`src/hw/rtl/sdspi_pkg.sv`:
```
// Shared types and constants for the SD card SPI-mode host sequencer.
// No dependencies; imported by every module of the block.
package sdspi_pkg;

    localparam int CNT_W       = 17;
    localparam int BLOCK_BYTES = 512;
    localparam int CFG_IDX_W   = 3;
    localparam int CFG_DATA_W  = 17;

    // host command codes
    localparam logic [1:0] CMD_INIT  = 2'd0;
    localparam logic [1:0] CMD_READ  = 2'd1;
    localparam logic [1:0] CMD_RX    = 2'd2;
    localparam logic [1:0] CMD_DELAY = 2'd3;

    // configuration register indexes
    localparam logic [CFG_IDX_W-1:0] CFG_DUMMY_BYTES  = 3'd0;
    localparam logic [CFG_IDX_W-1:0] CFG_REPLY_POLL   = 3'd1;
    localparam logic [CFG_IDX_W-1:0] CFG_RESET_TRIES  = 3'd2;
    localparam logic [CFG_IDX_W-1:0] CFG_RETRY_DELAY  = 3'd3;
    localparam logic [CFG_IDX_W-1:0] CFG_TOKEN_POLL   = 3'd4;

    // completion status codes
    localparam logic [1:0] ST_OK            = 2'd0;
    localparam logic [1:0] ST_RESET_FAIL    = 2'd1;
    localparam logic [1:0] ST_IFCOND_REJECT = 2'd2;
    localparam logic [1:0] ST_BAD_ECHO      = 2'd3;
    localparam logic [1:0] ST_READ_REJECT   = 2'd1;
    localparam logic [1:0] ST_TOKEN_TIMEOUT = 2'd2;

    typedef struct packed {
        logic [1:0]  command;
        logic [31:0] block_address;
        logic [7:0]  rx_byte;
    } in_word_t;

    typedef struct packed {
        logic       tx_valid;
        logic [7:0] tx_byte;
        logic       select_active;
        logic [7:0] delay_request_ms;
        logic       data_valid;
        logic [7:0] data_byte;
        logic       data_last;
        logic       done_res;
        logic [1:0] status;
    } out_word_t;

    // effective limits, zero already promoted to one (retry_delay is passed through unchanged)
    typedef struct packed {
        logic [4:0]       dummy_lim;
        logic [7:0]       reply_lim;
        logic [5:0]       attempt_lim;
        logic [7:0]       retry_delay;
        logic [CNT_W-1:0] token_lim;
    } cfg_t;

endpackage

```
`src/hw/rtl/sdspi_cfg.sv`:
```
// Configuration register file for the SD SPI host sequencer.
// Depends on sdspi_pkg; feeds effective limits to sdspi_seq.
module sdspi_cfg
    import sdspi_pkg::*;
(
    input  logic                  clk,
    input  logic                  rst_n,
    input  logic                  wr_en,
    input  logic [CFG_IDX_W-1:0]  wr_index,
    input  logic [CFG_DATA_W-1:0] wr_data,
    output cfg_t                  cfg
);

    logic [4:0]       dummy_reg;
    logic [7:0]       reply_reg;
    logic [5:0]       attempt_reg;
    logic [7:0]       delay_reg;
    logic [CNT_W-1:0] token_reg;

    always_ff @(posedge clk or negedge rst_n)
    begin
        if (!rst_n)
        begin
            dummy_reg   <= 5'd10;
            reply_reg   <= 8'd100;
            attempt_reg <= 6'd50;
            delay_reg   <= 8'd10;
            token_reg   <= 17'd100000;
        end
        else if (wr_en)
        begin
            case (wr_index)
                CFG_DUMMY_BYTES: dummy_reg   <= wr_data[4:0];
                CFG_REPLY_POLL:  reply_reg   <= wr_data[7:0];
                CFG_RESET_TRIES: attempt_reg <= wr_data[5:0];
                CFG_RETRY_DELAY: delay_reg   <= wr_data[7:0];
                CFG_TOKEN_POLL:  token_reg   <= wr_data[CNT_W-1:0];
                default: ;
            endcase
        end
    end

    always_comb
    begin
        cfg.dummy_lim   = (dummy_reg == '0) ? 5'd1 : dummy_reg;
        cfg.reply_lim   = (reply_reg == '0) ? 8'd1 : reply_reg;
        cfg.attempt_lim = (attempt_reg == '0) ? 6'd1 : attempt_reg;
        cfg.retry_delay = delay_reg;
        cfg.token_lim   = (token_reg == '0) ? 17'd1 : token_reg;
    end

endmodule

```
`src/hw/rtl/sdspi_seq.sv`:
```
// Protocol sequencer: phase state, counters and next-word logic.
// Depends on sdspi_pkg; state advances when the top level issues step.
module sdspi_seq
    import sdspi_pkg::*;
(
    input  logic      clk,
    input  logic      rst_n,
    input  logic      step,
    input  in_word_t  item,
    input  cfg_t      cfg,
    output out_word_t res
);

    localparam logic [4:0] PH_IDLE   = 5'd0;
    localparam logic [4:0] PH_DUMMY  = 5'd1;
    localparam logic [4:0] PH_SEND0  = 5'd2;
    localparam logic [4:0] PH_POLL0  = 5'd3;
    localparam logic [4:0] PH_TAIL0  = 5'd4;
    localparam logic [4:0] PH_WAIT0  = 5'd5;
    localparam logic [4:0] PH_SEND8  = 5'd6;
    localparam logic [4:0] PH_POLL8  = 5'd7;
    localparam logic [4:0] PH_R7     = 5'd8;
    localparam logic [4:0] PH_TAIL8  = 5'd9;
    localparam logic [4:0] PH_SEND55 = 5'd10;
    localparam logic [4:0] PH_POLL55 = 5'd11;
    localparam logic [4:0] PH_TAIL55 = 5'd12;
    localparam logic [4:0] PH_SEND41 = 5'd13;
    localparam logic [4:0] PH_POLL41 = 5'd14;
    localparam logic [4:0] PH_TAIL41 = 5'd15;
    localparam logic [4:0] PH_SEND58 = 5'd16;
    localparam logic [4:0] PH_POLL58 = 5'd17;
    localparam logic [4:0] PH_OCR58  = 5'd18;
    localparam logic [4:0] PH_TAIL58 = 5'd19;
    localparam logic [4:0] PH_SEND17 = 5'd20;
    localparam logic [4:0] PH_POLL17 = 5'd21;
    localparam logic [4:0] PH_TOKEN  = 5'd22;
    localparam logic [4:0] PH_DATA   = 5'd23;
    localparam logic [4:0] PH_CRC    = 5'd24;
    localparam logic [4:0] PH_TAILRD = 5'd25;

    localparam logic [5:0] SDC_GO_IDLE    = 6'd0;
    localparam logic [5:0] SDC_IF_COND    = 6'd8;
    localparam logic [5:0] SDC_OP_COND    = 6'd41;
    localparam logic [5:0] SDC_APP        = 6'd55;
    localparam logic [5:0] SDC_READ_OCR   = 6'd58;
    localparam logic [5:0] SDC_READ_BLOCK = 6'd17;

    localparam logic [7:0] BYTE_IDLE  = 8'hFF;
    localparam logic [7:0] TOKEN_DATA = 8'hFE;
    localparam logic [7:0] ECHO_CHECK = 8'hAA;
    localparam logic [7:0] R1_IDLE    = 8'h01;
    localparam logic [7:0] R1_READY   = 8'h00;

    function automatic logic [5:0] cmd_of(input logic [4:0] ph);
        case (ph)
            PH_SEND8,  PH_POLL8:  cmd_of = SDC_IF_COND;
            PH_SEND55, PH_POLL55: cmd_of = SDC_APP;
            PH_SEND41, PH_POLL41: cmd_of = SDC_OP_COND;
            PH_SEND58, PH_POLL58: cmd_of = SDC_READ_OCR;
            PH_SEND17, PH_POLL17: cmd_of = SDC_READ_BLOCK;
            default:              cmd_of = SDC_GO_IDLE;
        endcase
    endfunction

    function automatic logic [7:0] frame_byte(input logic [5:0] cmd, input logic [2:0] k,
                                              input logic [31:0] addr);
        logic [31:0] arg;
        logic [7:0]  crc;
        arg = 32'd0;
        crc = 8'h01;
        case (cmd)
            SDC_GO_IDLE:    crc = 8'h95;
            SDC_IF_COND:
            begin
                arg = 32'h0000_01AA;
                crc = 8'h87;
            end
            SDC_OP_COND:    arg = 32'h4000_0000;
            SDC_READ_BLOCK: arg = addr;
            default: ;
        endcase
        case (k)
            3'd0:    frame_byte = {2'b01, cmd};
            3'd1:    frame_byte = arg[31:24];
            3'd2:    frame_byte = arg[23:16];
            3'd3:    frame_byte = arg[15:8];
            3'd4:    frame_byte = arg[7:0];
            default: frame_byte = crc;
        endcase
    endfunction

    function automatic logic select_level(input logic [4:0] ph);
        case (ph)
            PH_IDLE, PH_DUMMY, PH_WAIT0, PH_TAIL0, PH_TAIL8,
            PH_TAIL55, PH_TAIL41, PH_TAIL58, PH_TAILRD: select_level = 1'b0;
            default:                                    select_level = 1'b1;
        endcase
    endfunction

    function automatic logic is_send(input logic [4:0] ph);
        is_send = (ph == PH_SEND0) || (ph == PH_SEND8) || (ph == PH_SEND55) ||
                  (ph == PH_SEND41) || (ph == PH_SEND58) || (ph == PH_SEND17);
    endfunction

    logic [4:0]       phase_reg, phase_next;
    logic [CNT_W-1:0] cnt_reg, cnt_next;
    logic [5:0]       att_reg, att_next;
    logic [31:0]      addr_reg, addr_next;
    logic [7:0]       reply_reg, reply_next;
    logic [7:0]       echo_reg, echo_next;

    logic [CNT_W-1:0] cnt_inc;
    logic [5:0]       att_inc;
    logic [4:0]       start_ph;
    logic             do_start;
    logic             do_finish;
    logic [1:0]       fin_status;
    logic             do_ff;
    logic             ff_sel;

    assign cnt_inc = cnt_reg + 17'd1;
    assign att_inc = att_reg + 6'd1;

    always_comb
    begin
        phase_next = phase_reg;
        cnt_next   = cnt_reg;
        att_next   = att_reg;
        addr_next  = addr_reg;
        reply_next = reply_reg;
        echo_next  = echo_reg;
        res        = '0;
        do_start   = 1'b0;
        start_ph   = PH_SEND0;
        do_finish  = 1'b0;
        fin_status = ST_OK;
        do_ff      = 1'b0;
        ff_sel     = 1'b0;

        case (item.command)
            CMD_INIT:
            begin
                att_next   = '0;
                reply_next = BYTE_IDLE;
                echo_next  = '0;
                phase_next = PH_DUMMY;
                cnt_next   = '0;
                do_ff      = 1'b1;
            end
            CMD_READ:
            begin
                addr_next = item.block_address;
                do_start  = 1'b1;
                start_ph  = PH_SEND17;
            end
            CMD_DELAY:
            begin
                if (phase_reg == PH_WAIT0)
                    do_start = 1'b1;
                else
                    res.select_active = select_level(phase_reg);
            end
            default:
            begin
                if (phase_reg == PH_IDLE || phase_reg == PH_WAIT0)
                begin
                    res = '0;
                end
                else if (is_send(phase_reg))
                begin
                    if (cnt_inc < 17'd6)
                    begin
                        cnt_next          = cnt_inc;
                        res.tx_valid      = 1'b1;
                        res.tx_byte       = frame_byte(cmd_of(phase_reg), cnt_inc[2:0], addr_reg);
                        res.select_active = 1'b1;
                    end
                    else
                    begin
                        phase_next = phase_reg + 5'd1;
                        cnt_next   = '0;
                        do_ff      = 1'b1;
                        ff_sel     = 1'b1;
                    end
                end
                else
                begin
                    case (phase_reg)
                        PH_DUMMY:
                        begin
                            cnt_next = cnt_inc;
                            if (cnt_inc >= {12'd0, cfg.dummy_lim})
                                do_start = 1'b1;
                            else
                                do_ff = 1'b1;
                        end
                        PH_POLL0, PH_POLL8, PH_POLL55, PH_POLL41, PH_POLL58, PH_POLL17:
                        begin
                            cnt_next   = cnt_inc;
                            reply_next = item.rx_byte;
                            if (item.rx_byte != BYTE_IDLE || cnt_inc >= {9'd0, cfg.reply_lim})
                            begin
                                cnt_next = '0;
                                case (phase_reg)
                                    PH_POLL0:
                                    begin
                                        phase_next = PH_TAIL0;
                                        do_ff      = 1'b1;
                                    end
                                    PH_POLL8:
                                    begin
                                        do_ff = 1'b1;
                                        if (item.rx_byte == R1_IDLE)
                                        begin
                                            phase_next = PH_R7;
                                            ff_sel     = 1'b1;
                                        end
                                        else
                                            phase_next = PH_TAIL8;
                                    end
                                    PH_POLL55:
                                    begin
                                        phase_next = PH_TAIL55;
                                        do_ff      = 1'b1;
                                    end
                                    PH_POLL41:
                                    begin
                                        phase_next = PH_TAIL41;
                                        do_ff      = 1'b1;
                                    end
                                    PH_POLL58:
                                    begin
                                        phase_next = PH_OCR58;
                                        do_ff      = 1'b1;
                                        ff_sel     = 1'b1;
                                    end
                                    default:
                                    begin
                                        if (item.rx_byte != R1_READY)
                                        begin
                                            do_finish  = 1'b1;
                                            fin_status = ST_READ_REJECT;
                                        end
                                        else
                                        begin
                                            phase_next = PH_TOKEN;
                                            do_ff      = 1'b1;
                                            ff_sel     = 1'b1;
                                        end
                                    end
                                endcase
                            end
                            else
                            begin
                                do_ff  = 1'b1;
                                ff_sel = 1'b1;
                            end
                        end
                        PH_TAIL0:
                        begin
                            if (reply_reg == R1_IDLE)
                            begin
                                do_start = 1'b1;
                                start_ph = PH_SEND8;
                            end
                            else
                            begin
                                att_next = att_inc;
                                if (att_inc >= cfg.attempt_lim)
                                begin
                                    do_finish  = 1'b1;
                                    fin_status = ST_RESET_FAIL;
                                end
                                else if (cfg.retry_delay != '0)
                                begin
                                    phase_next           = PH_WAIT0;
                                    res.delay_request_ms = cfg.retry_delay;
                                end
                                else
                                    do_start = 1'b1;
                            end
                        end
                        PH_R7, PH_OCR58:
                        begin
                            do_ff = 1'b1;
                            if (phase_reg == PH_R7)
                                echo_next = item.rx_byte;
                            if (cnt_inc < 17'd4)
                            begin
                                cnt_next = cnt_inc;
                                ff_sel   = 1'b1;
                            end
                            else
                            begin
                                cnt_next   = '0;
                                phase_next = (phase_reg == PH_R7) ? PH_TAIL8 : PH_TAIL58;
                            end
                        end
                        PH_TAIL8:
                        begin
                            if (reply_reg != R1_IDLE)
                            begin
                                do_finish  = 1'b1;
                                fin_status = ST_IFCOND_REJECT;
                            end
                            else if (echo_reg != ECHO_CHECK)
                            begin
                                do_finish  = 1'b1;
                                fin_status = ST_BAD_ECHO;
                            end
                            else
                            begin
                                do_start = 1'b1;
                                start_ph = PH_SEND55;
                            end
                        end
                        PH_TAIL55:
                        begin
                            do_start = 1'b1;
                            start_ph = (reply_reg > R1_IDLE) ? PH_SEND55 : PH_SEND41;
                        end
                        PH_TAIL41:
                        begin
                            do_start = 1'b1;
                            start_ph = (reply_reg == R1_READY) ? PH_SEND58 : PH_SEND55;
                        end
                        PH_TOKEN:
                        begin
                            cnt_next = cnt_inc;
                            if (item.rx_byte == TOKEN_DATA)
                            begin
                                phase_next = PH_DATA;
                                cnt_next   = '0;
                                do_ff      = 1'b1;
                                ff_sel     = 1'b1;
                            end
                            else if (cnt_inc >= cfg.token_lim)
                            begin
                                do_finish  = 1'b1;
                                fin_status = ST_TOKEN_TIMEOUT;
                            end
                            else
                            begin
                                do_ff  = 1'b1;
                                ff_sel = 1'b1;
                            end
                        end
                        PH_DATA:
                        begin
                            res.tx_valid      = 1'b1;
                            res.tx_byte       = BYTE_IDLE;
                            res.select_active = 1'b1;
                            res.data_valid    = 1'b1;
                            res.data_byte     = item.rx_byte;
                            cnt_next          = cnt_inc;
                            if (cnt_inc >= CNT_W'(BLOCK_BYTES))
                            begin
                                res.data_last = 1'b1;
                                phase_next    = PH_CRC;
                                cnt_next      = '0;
                            end
                        end
                        PH_CRC:
                        begin
                            do_ff = 1'b1;
                            if (cnt_inc < 17'd2)
                            begin
                                cnt_next = cnt_inc;
                                ff_sel   = 1'b1;
                            end
                            else
                            begin
                                cnt_next   = '0;
                                phase_next = PH_TAILRD;
                            end
                        end
                        PH_TAIL58, PH_TAILRD:
                        begin
                            do_finish  = 1'b1;
                            fin_status = ST_OK;
                        end
                        default:
                        begin
                            res.select_active = select_level(phase_reg);
                        end
                    endcase
                end
            end
        endcase

        if (do_ff)
        begin
            res.tx_valid      = 1'b1;
            res.tx_byte       = BYTE_IDLE;
            res.select_active = ff_sel;
        end
        if (do_start)
        begin
            phase_next        = start_ph;
            cnt_next          = '0;
            res               = '0;
            res.tx_valid      = 1'b1;
            res.tx_byte       = {2'b01, cmd_of(start_ph)};
            res.select_active = 1'b1;
        end
        if (do_finish)
        begin
            phase_next   = PH_IDLE;
            cnt_next     = '0;
            res          = '0;
            res.done_res = 1'b1;
            res.status   = fin_status;
        end
    end

    always_ff @(posedge clk or negedge rst_n)
    begin
        if (!rst_n)
        begin
            phase_reg <= PH_IDLE;
            cnt_reg   <= '0;
            att_reg   <= '0;
            addr_reg  <= '0;
            reply_reg <= BYTE_IDLE;
            echo_reg  <= '0;
        end
        else if (step)
        begin
            phase_reg <= phase_next;
            cnt_reg   <= cnt_next;
            att_reg   <= att_next;
            addr_reg  <= addr_next;
            reply_reg <= reply_next;
            echo_reg  <= echo_next;
        end
    end

endmodule

```
`src/hw/rtl/sd_spi_host_init_and_block_read.sv`:
```
// Top level of the SD card SPI-mode host sequencer (init and single block read).
// Depends on sdspi_pkg, sdspi_cfg and sdspi_seq.
//
// Each input word (start init, start read, received byte, delay elapsed) yields
// exactly one result word: the next byte to send, the chip-select level, an
// optional delay request, an optional block data byte and the completion status.
// Words pass an input register and then a result register, and the block takes
// one word every clock while the result side keeps up; the phase update sets
// that rate.
// Configuration writes are taken at any time (cfg_ready is always high) but
// belong only in idle periods.
module sd_spi_host_init_and_block_read
    import sdspi_pkg::*;
(
    input  logic                  clk,
    input  logic                  rst_n,
    input  logic                  in_valid,
    output logic                  in_ready,
    input  in_word_t              in_data,
    output logic                  out_valid,
    input  logic                  out_ready,
    output out_word_t             out_data,
    input  logic                  cfg_valid,
    output logic                  cfg_ready,
    input  logic [CFG_IDX_W-1:0]  cfg_index,
    input  logic [CFG_DATA_W-1:0] cfg_data
);

    cfg_t      cfg;
    in_word_t  in_reg;
    logic      in_v_reg;
    out_word_t out_reg;
    logic      out_v_reg;
    out_word_t seq_res;
    logic      step;

    assign cfg_ready = 1'b1;
    assign step      = in_v_reg && (!out_v_reg || out_ready);
    assign in_ready  = !in_v_reg || step;
    assign out_valid = out_v_reg;
    assign out_data  = out_reg;

    sdspi_cfg u_cfg (
        .clk      (clk),
        .rst_n    (rst_n),
        .wr_en    (cfg_valid && cfg_ready),
        .wr_index (cfg_index),
        .wr_data  (cfg_data),
        .cfg      (cfg)
    );

    sdspi_seq u_seq (
        .clk   (clk),
        .rst_n (rst_n),
        .step  (step),
        .item  (in_reg),
        .cfg   (cfg),
        .res   (seq_res)
    );

    always_ff @(posedge clk or negedge rst_n)
    begin
        if (!rst_n)
        begin
            in_v_reg  <= 1'b0;
            out_v_reg <= 1'b0;
        end
        else
        begin
            if (in_ready)
                in_v_reg <= in_valid;
            if (step)
                out_v_reg <= 1'b1;
            else if (out_ready)
                out_v_reg <= 1'b0;
        end
    end

    always_ff @(posedge clk)
    begin
        if (in_valid && in_ready)
            in_reg <= in_data;
        if (step)
            out_reg <= seq_res;
    end

endmodule
```
`config.mk`:
```
export PLATFORM = sky130hd
export DESIGN_NAME = sd_spi_host_init_and_block_read
export DESIGN_NICKNAME = d
export VERILOG_FILES = /design/src/hw/rtl/sdspi_pkg.sv /design/src/hw/rtl/sdspi_cfg.sv /design/src/hw/rtl/sdspi_seq.sv /design/src/hw/rtl/sd_spi_host_init_and_block_read.sv
export SDC_FILE = /design/constraint.sdc
export NUM_CORES = 1
export LEC_CHECK = 0
export BUFFER_PORTS_ARGS = -buffer_cell sky130_fd_sc_hd__buf_2
export CAP_MARGIN = 20
export CELL_PAD_IN_SITES_DETAIL_PLACEMENT = 1
export CELL_PAD_IN_SITES_GLOBAL_PLACEMENT = 2
export CORE_MARGIN = 2
export CORE_UTILIZATION = 42
export DETAILED_ROUTE_END_ITERATION = 7
export PLACE_DENSITY_LB_ADDON = 0.1
export SYNTH_ARGS = -nofsm -noshare
export SYNTH_HDL_FRONTEND = slang
export SYNTH_SLANG_ARGS = --single-unit
export TNS_END_PERCENT = 5
```
`constraint.sdc`:
```
create_clock -name clk -period 8.6 [get_ports clk]
set_input_delay 0.86 -clock clk [delete_from_list [all_inputs] [get_ports clk]]
set_output_delay 0.86 -clock clk [all_outputs]
set_load 0.02 [all_outputs]
```
==> impl_metrics.toml <==
[run_status]
status = "complete, no violations"

[clocking]
cts_sinks = 195
clock_latency_ns = 0.45
cts_tree = "yes"
cts_max_path_buffers = 2
clk_pin_slew_worst_paths_ns = 0.10
cts_buffers = 17
cts_hold_buf = 0
cts_resized = 0
postCtsSetupBuffers = 0
cts_root_buffer = "clkbuf_16"
htree_levels = 4

[global_routing]
antenna_found_initial = 0
grt_usage = 0.250
grt_pass1_wl_um = 51300
grt_max_degree = 68
overflow = 0
grt_pass1_vias = 8802

[sta]
grt_setup_unrepaired = "false"
period_minus_slack_ns = 5.69
hold_viol = 0
post-route-period-util = 0.662
final.setup_skew_ns = 0.0199
slew_viol_final = 0
finalSetupViolations = 0
clock.fmax_mhz = 176
worstMarginPinSlew_ns = 1.00
relSlewSlack = 0.327
tns_ns = 0

[floorplanning]
core-area_um2 = 25300
std_cell_rows = 58
pin_count = 101
start_util = 0.429
die_w_um = 165
die_area_um2 = 27200
die_h_um = 165

[critical_path]
path_max_fanout = 21
reg2reg_to = "u_seq.cnt_reg[3]$_DFFE_PN0P_"
worstPathArrival_ns = 6.04
startpoint_type = "flop"
crit_path_end_kind = "flop"
path_class = "reg -> reg"
reg2reg_depth = 14
cp.required_ns = 8.94
r2r_slack_ns = 2.91
worstReg2RegStart = "u_seq.cnt_reg[0]$_DFFE_PN0P_"

[routing]
routed_via_density = 5.83
drt_iter0_drc = 649
drtAntennaViolNets = 0
wl_per_cell_um = 21.8
drc = 0
drt_pass1_iterations = 5
via_count = 8793
drt_wl_total_um = 32900

[synthesis]
synthFlopType = "dfrtp_1"
yosysWarnings = 0
netlist_instances = 1087
synth-seq-cells = 195
synth.cell_area_um2 = 10900
yosysSeqAreaShare = 0.485
syn_area_per_cell_um2 = 10.0
synth_edf_count = 73
yosysUniqueCellTypes = 81
synth_nets = 1206
async_reset_ff_frac = 0.626

[layout]
antennaDiodeCount = 0
areaGrowthSynthToFinish_pct = 13.6
layout-drive-gt1-share = 0.211
largest_reg_flops = 42
final_util = 0.488
fillerInstances = 2813
nets = 1284

[power_and_ir_drop]
swShare = 0.424
clockPowerShare = 0.232
cellInternalPower_mw = 2.23
power_frac_comb = 0.414
p_leak_nw = 5.18
p_seq_frac = 0.354
peakVddDrop_mv = 0.197
power.switching_mw = 1.64
cellPowerDensity_nw_per_um2 = 314

[hold_path]
hp-class = "in -> async"

[placed_design]
gp_congestion = 0.890
dpl.hpwl_um = 23900
numPortBuffers = 99

[flow_run]
max_cap_violations = 0
==> metal layers <==
metal / up-vias / track usage / share of wire
met5: - / 0 / 0
met3: 24 / 0.0271 / 0.040
met1: 4447 / 0.368 / 0.49
met4: 0 / 0.0494 / 0.011
li1: 4110 / - / -
met2: 212 / 0.400 / 0.46
==> metrics by stage <==
stage | hold WS (ns) | area (um2) | total power [mW] | setup slack [ns] | std cells
after floorplan | 0.455 | 10900 | 2.44 | 4.32 | 1087
after global placement | 0.460 | 11700 | 2.92 | 3.19 | 1474
after detailed placement | 0.468 | 11700 | 2.95 | 2.96 | 1474
after CTS | 0.480 | 12300 | 3.88 | 2.97 | 1506
after global routing | 0.499 | 12400 | 4.13 | 2.61 | 1508
final | 0.453 | 12400 | 3.87 | 2.91 | 1508
==> layout make-up <==
| type | instances | area (um2) | share of cell area |
|---|---|---|---|
| flip-flops and latches | 195 | 5280 | 0.427 |
| multi-input cells | 776 | 5150 | 0.417 |
| repair buffers | 116 | 638 | 0.0516 |
| clock buffers | 17 | 425 | 0.0344 |
| well taps | 330 | 413 | 0.0334 |
| clock inverters | 15 | 236 | 0.0191 |
| inverters | 59 | 221 | 0.0179 |
==> cell usage after synthesis, drive strengths merged (22+ instances only) <==
cell	instances	area share
dfstp	24	0.058
and2	25	0.014
nor2b	22	0.013
mux2	45	0.047
dfrtp	98	0.23
nand3	39	0.019
clkbuf	39	0.013
a21oi	50	0.023
nor2	66	0.023
inv	58	0.020
edfxtp	73	0.20
ha	52	0.060
nand2	121	0.042
o21ai	93	0.043
==> cells in the final DEF (no fill, tap or decap), drive strengths merged, types with 12 or more instances in the layout <==
| cell type | synthesis | layout |
|---|---|---|
| a21oi | 50 | 50 |
| a31o | 12 | 12 |
| and2 | 25 | 25 |
| and3 | 14 | 14 |
| buf | 18 | 116 |
| clkbuf | 39 | 17 |
| dfrtp | 98 | 98 |
| dfstp | 24 | 24 |
| edfxtp | 73 | 73 |
| ha | 52 | 52 |
| inv | 58 | 71 |
| mux2 | 45 | 45 |
| nand2 | 121 | 121 |
| nand2b | 18 | 18 |
| nand3 | 39 | 39 |
| nor2 | 66 | 66 |
| nor2b | 22 | 22 |
| nor3 | 19 | 19 |
| nor4 | 15 | 15 |
| o21ai | 93 | 93 |
| o31ai | 14 | 14 |
| xnor2 | 13 | 13 |
==> worst max-delay path by stage <==
stage	to	depth (start not counted)	start	slack, ns
4_1_cts	u_seq.cnt_reg[3]$_DFFE_PN0P_	14	u_seq.cnt_reg[0]$_DFFE_PN0P_	2.97
3_5_place_dp	u_seq.cnt_reg[3]$_DFFE_PN0P_	14	u_seq.cnt_reg[0]$_DFFE_PN0P_	2.96
3_3_place_gp	u_seq.cnt_reg[3]$_DFFE_PN0P_	14	u_seq.cnt_reg[0]$_DFFE_PN0P_	3.19
2_1_floorplan	u_seq.cnt_reg[12]$_DFFE_PN0P_	17	u_seq.cnt_reg[0]$_DFFE_PN0P_	4.32
6_report	u_seq.cnt_reg[3]$_DFFE_PN0P_	14	u_seq.cnt_reg[0]$_DFFE_PN0P_	2.91
5_1_grt	u_seq.cnt_reg[3]$_DFFE_PN0P_	14	u_seq.cnt_reg[0]$_DFFE_PN0P_	2.61
==> logic make-up (layout without fill, tap and decap cells) <==
family,count (synthesis),count (layout),synth area share
other,1,1,0.000345
multiplexers,50,50,0.0512
adder cells (fa/ha/maj),52,52,0.0598
XOR/XNOR,16,16,0.0129
AO/OA/AOI/OAI,279,279,0.173
buffers and inverters,116,207,0.0429
flip-flops,195,195,0.485
AND/OR/NAND/NOR,378,378,0.175
==> critical path: stages (launching register included) <==
cell      delay, ns
dfrtp_1        0.53
ha_1           0.31
nor2b_1        0.15
nor2_1         0.44
inv_2          0.31
ha_1           0.39
and4_1         0.21
a221oi_1       0.36
o21ai_0        0.14
or2_2          0.37
o31ai_1        0.34
a41o_1         0.58
nand3_1        0.51
or4_4          0.69
o31ai_1        0.24
==> power groups by stage <==
| stage | logic [mW] | registers [mW] | clock network [mW] |
|---|---|---|---|
| 4_1_cts | 1.59 | 1.37 | 0.916 |
| 3_5_place_dp | 1.57 | 1.39 | 0 |
| 3_3_place_gp | 1.54 | 1.38 | 0 |
| 5_1_grt | 1.78 | 1.40 | 0.950 |
| 2_1_floorplan | 1.11 | 1.33 | 0 |
| 6_report | 1.60 | 1.37 | 0.897 |
(Power assumes the default switching activity.)
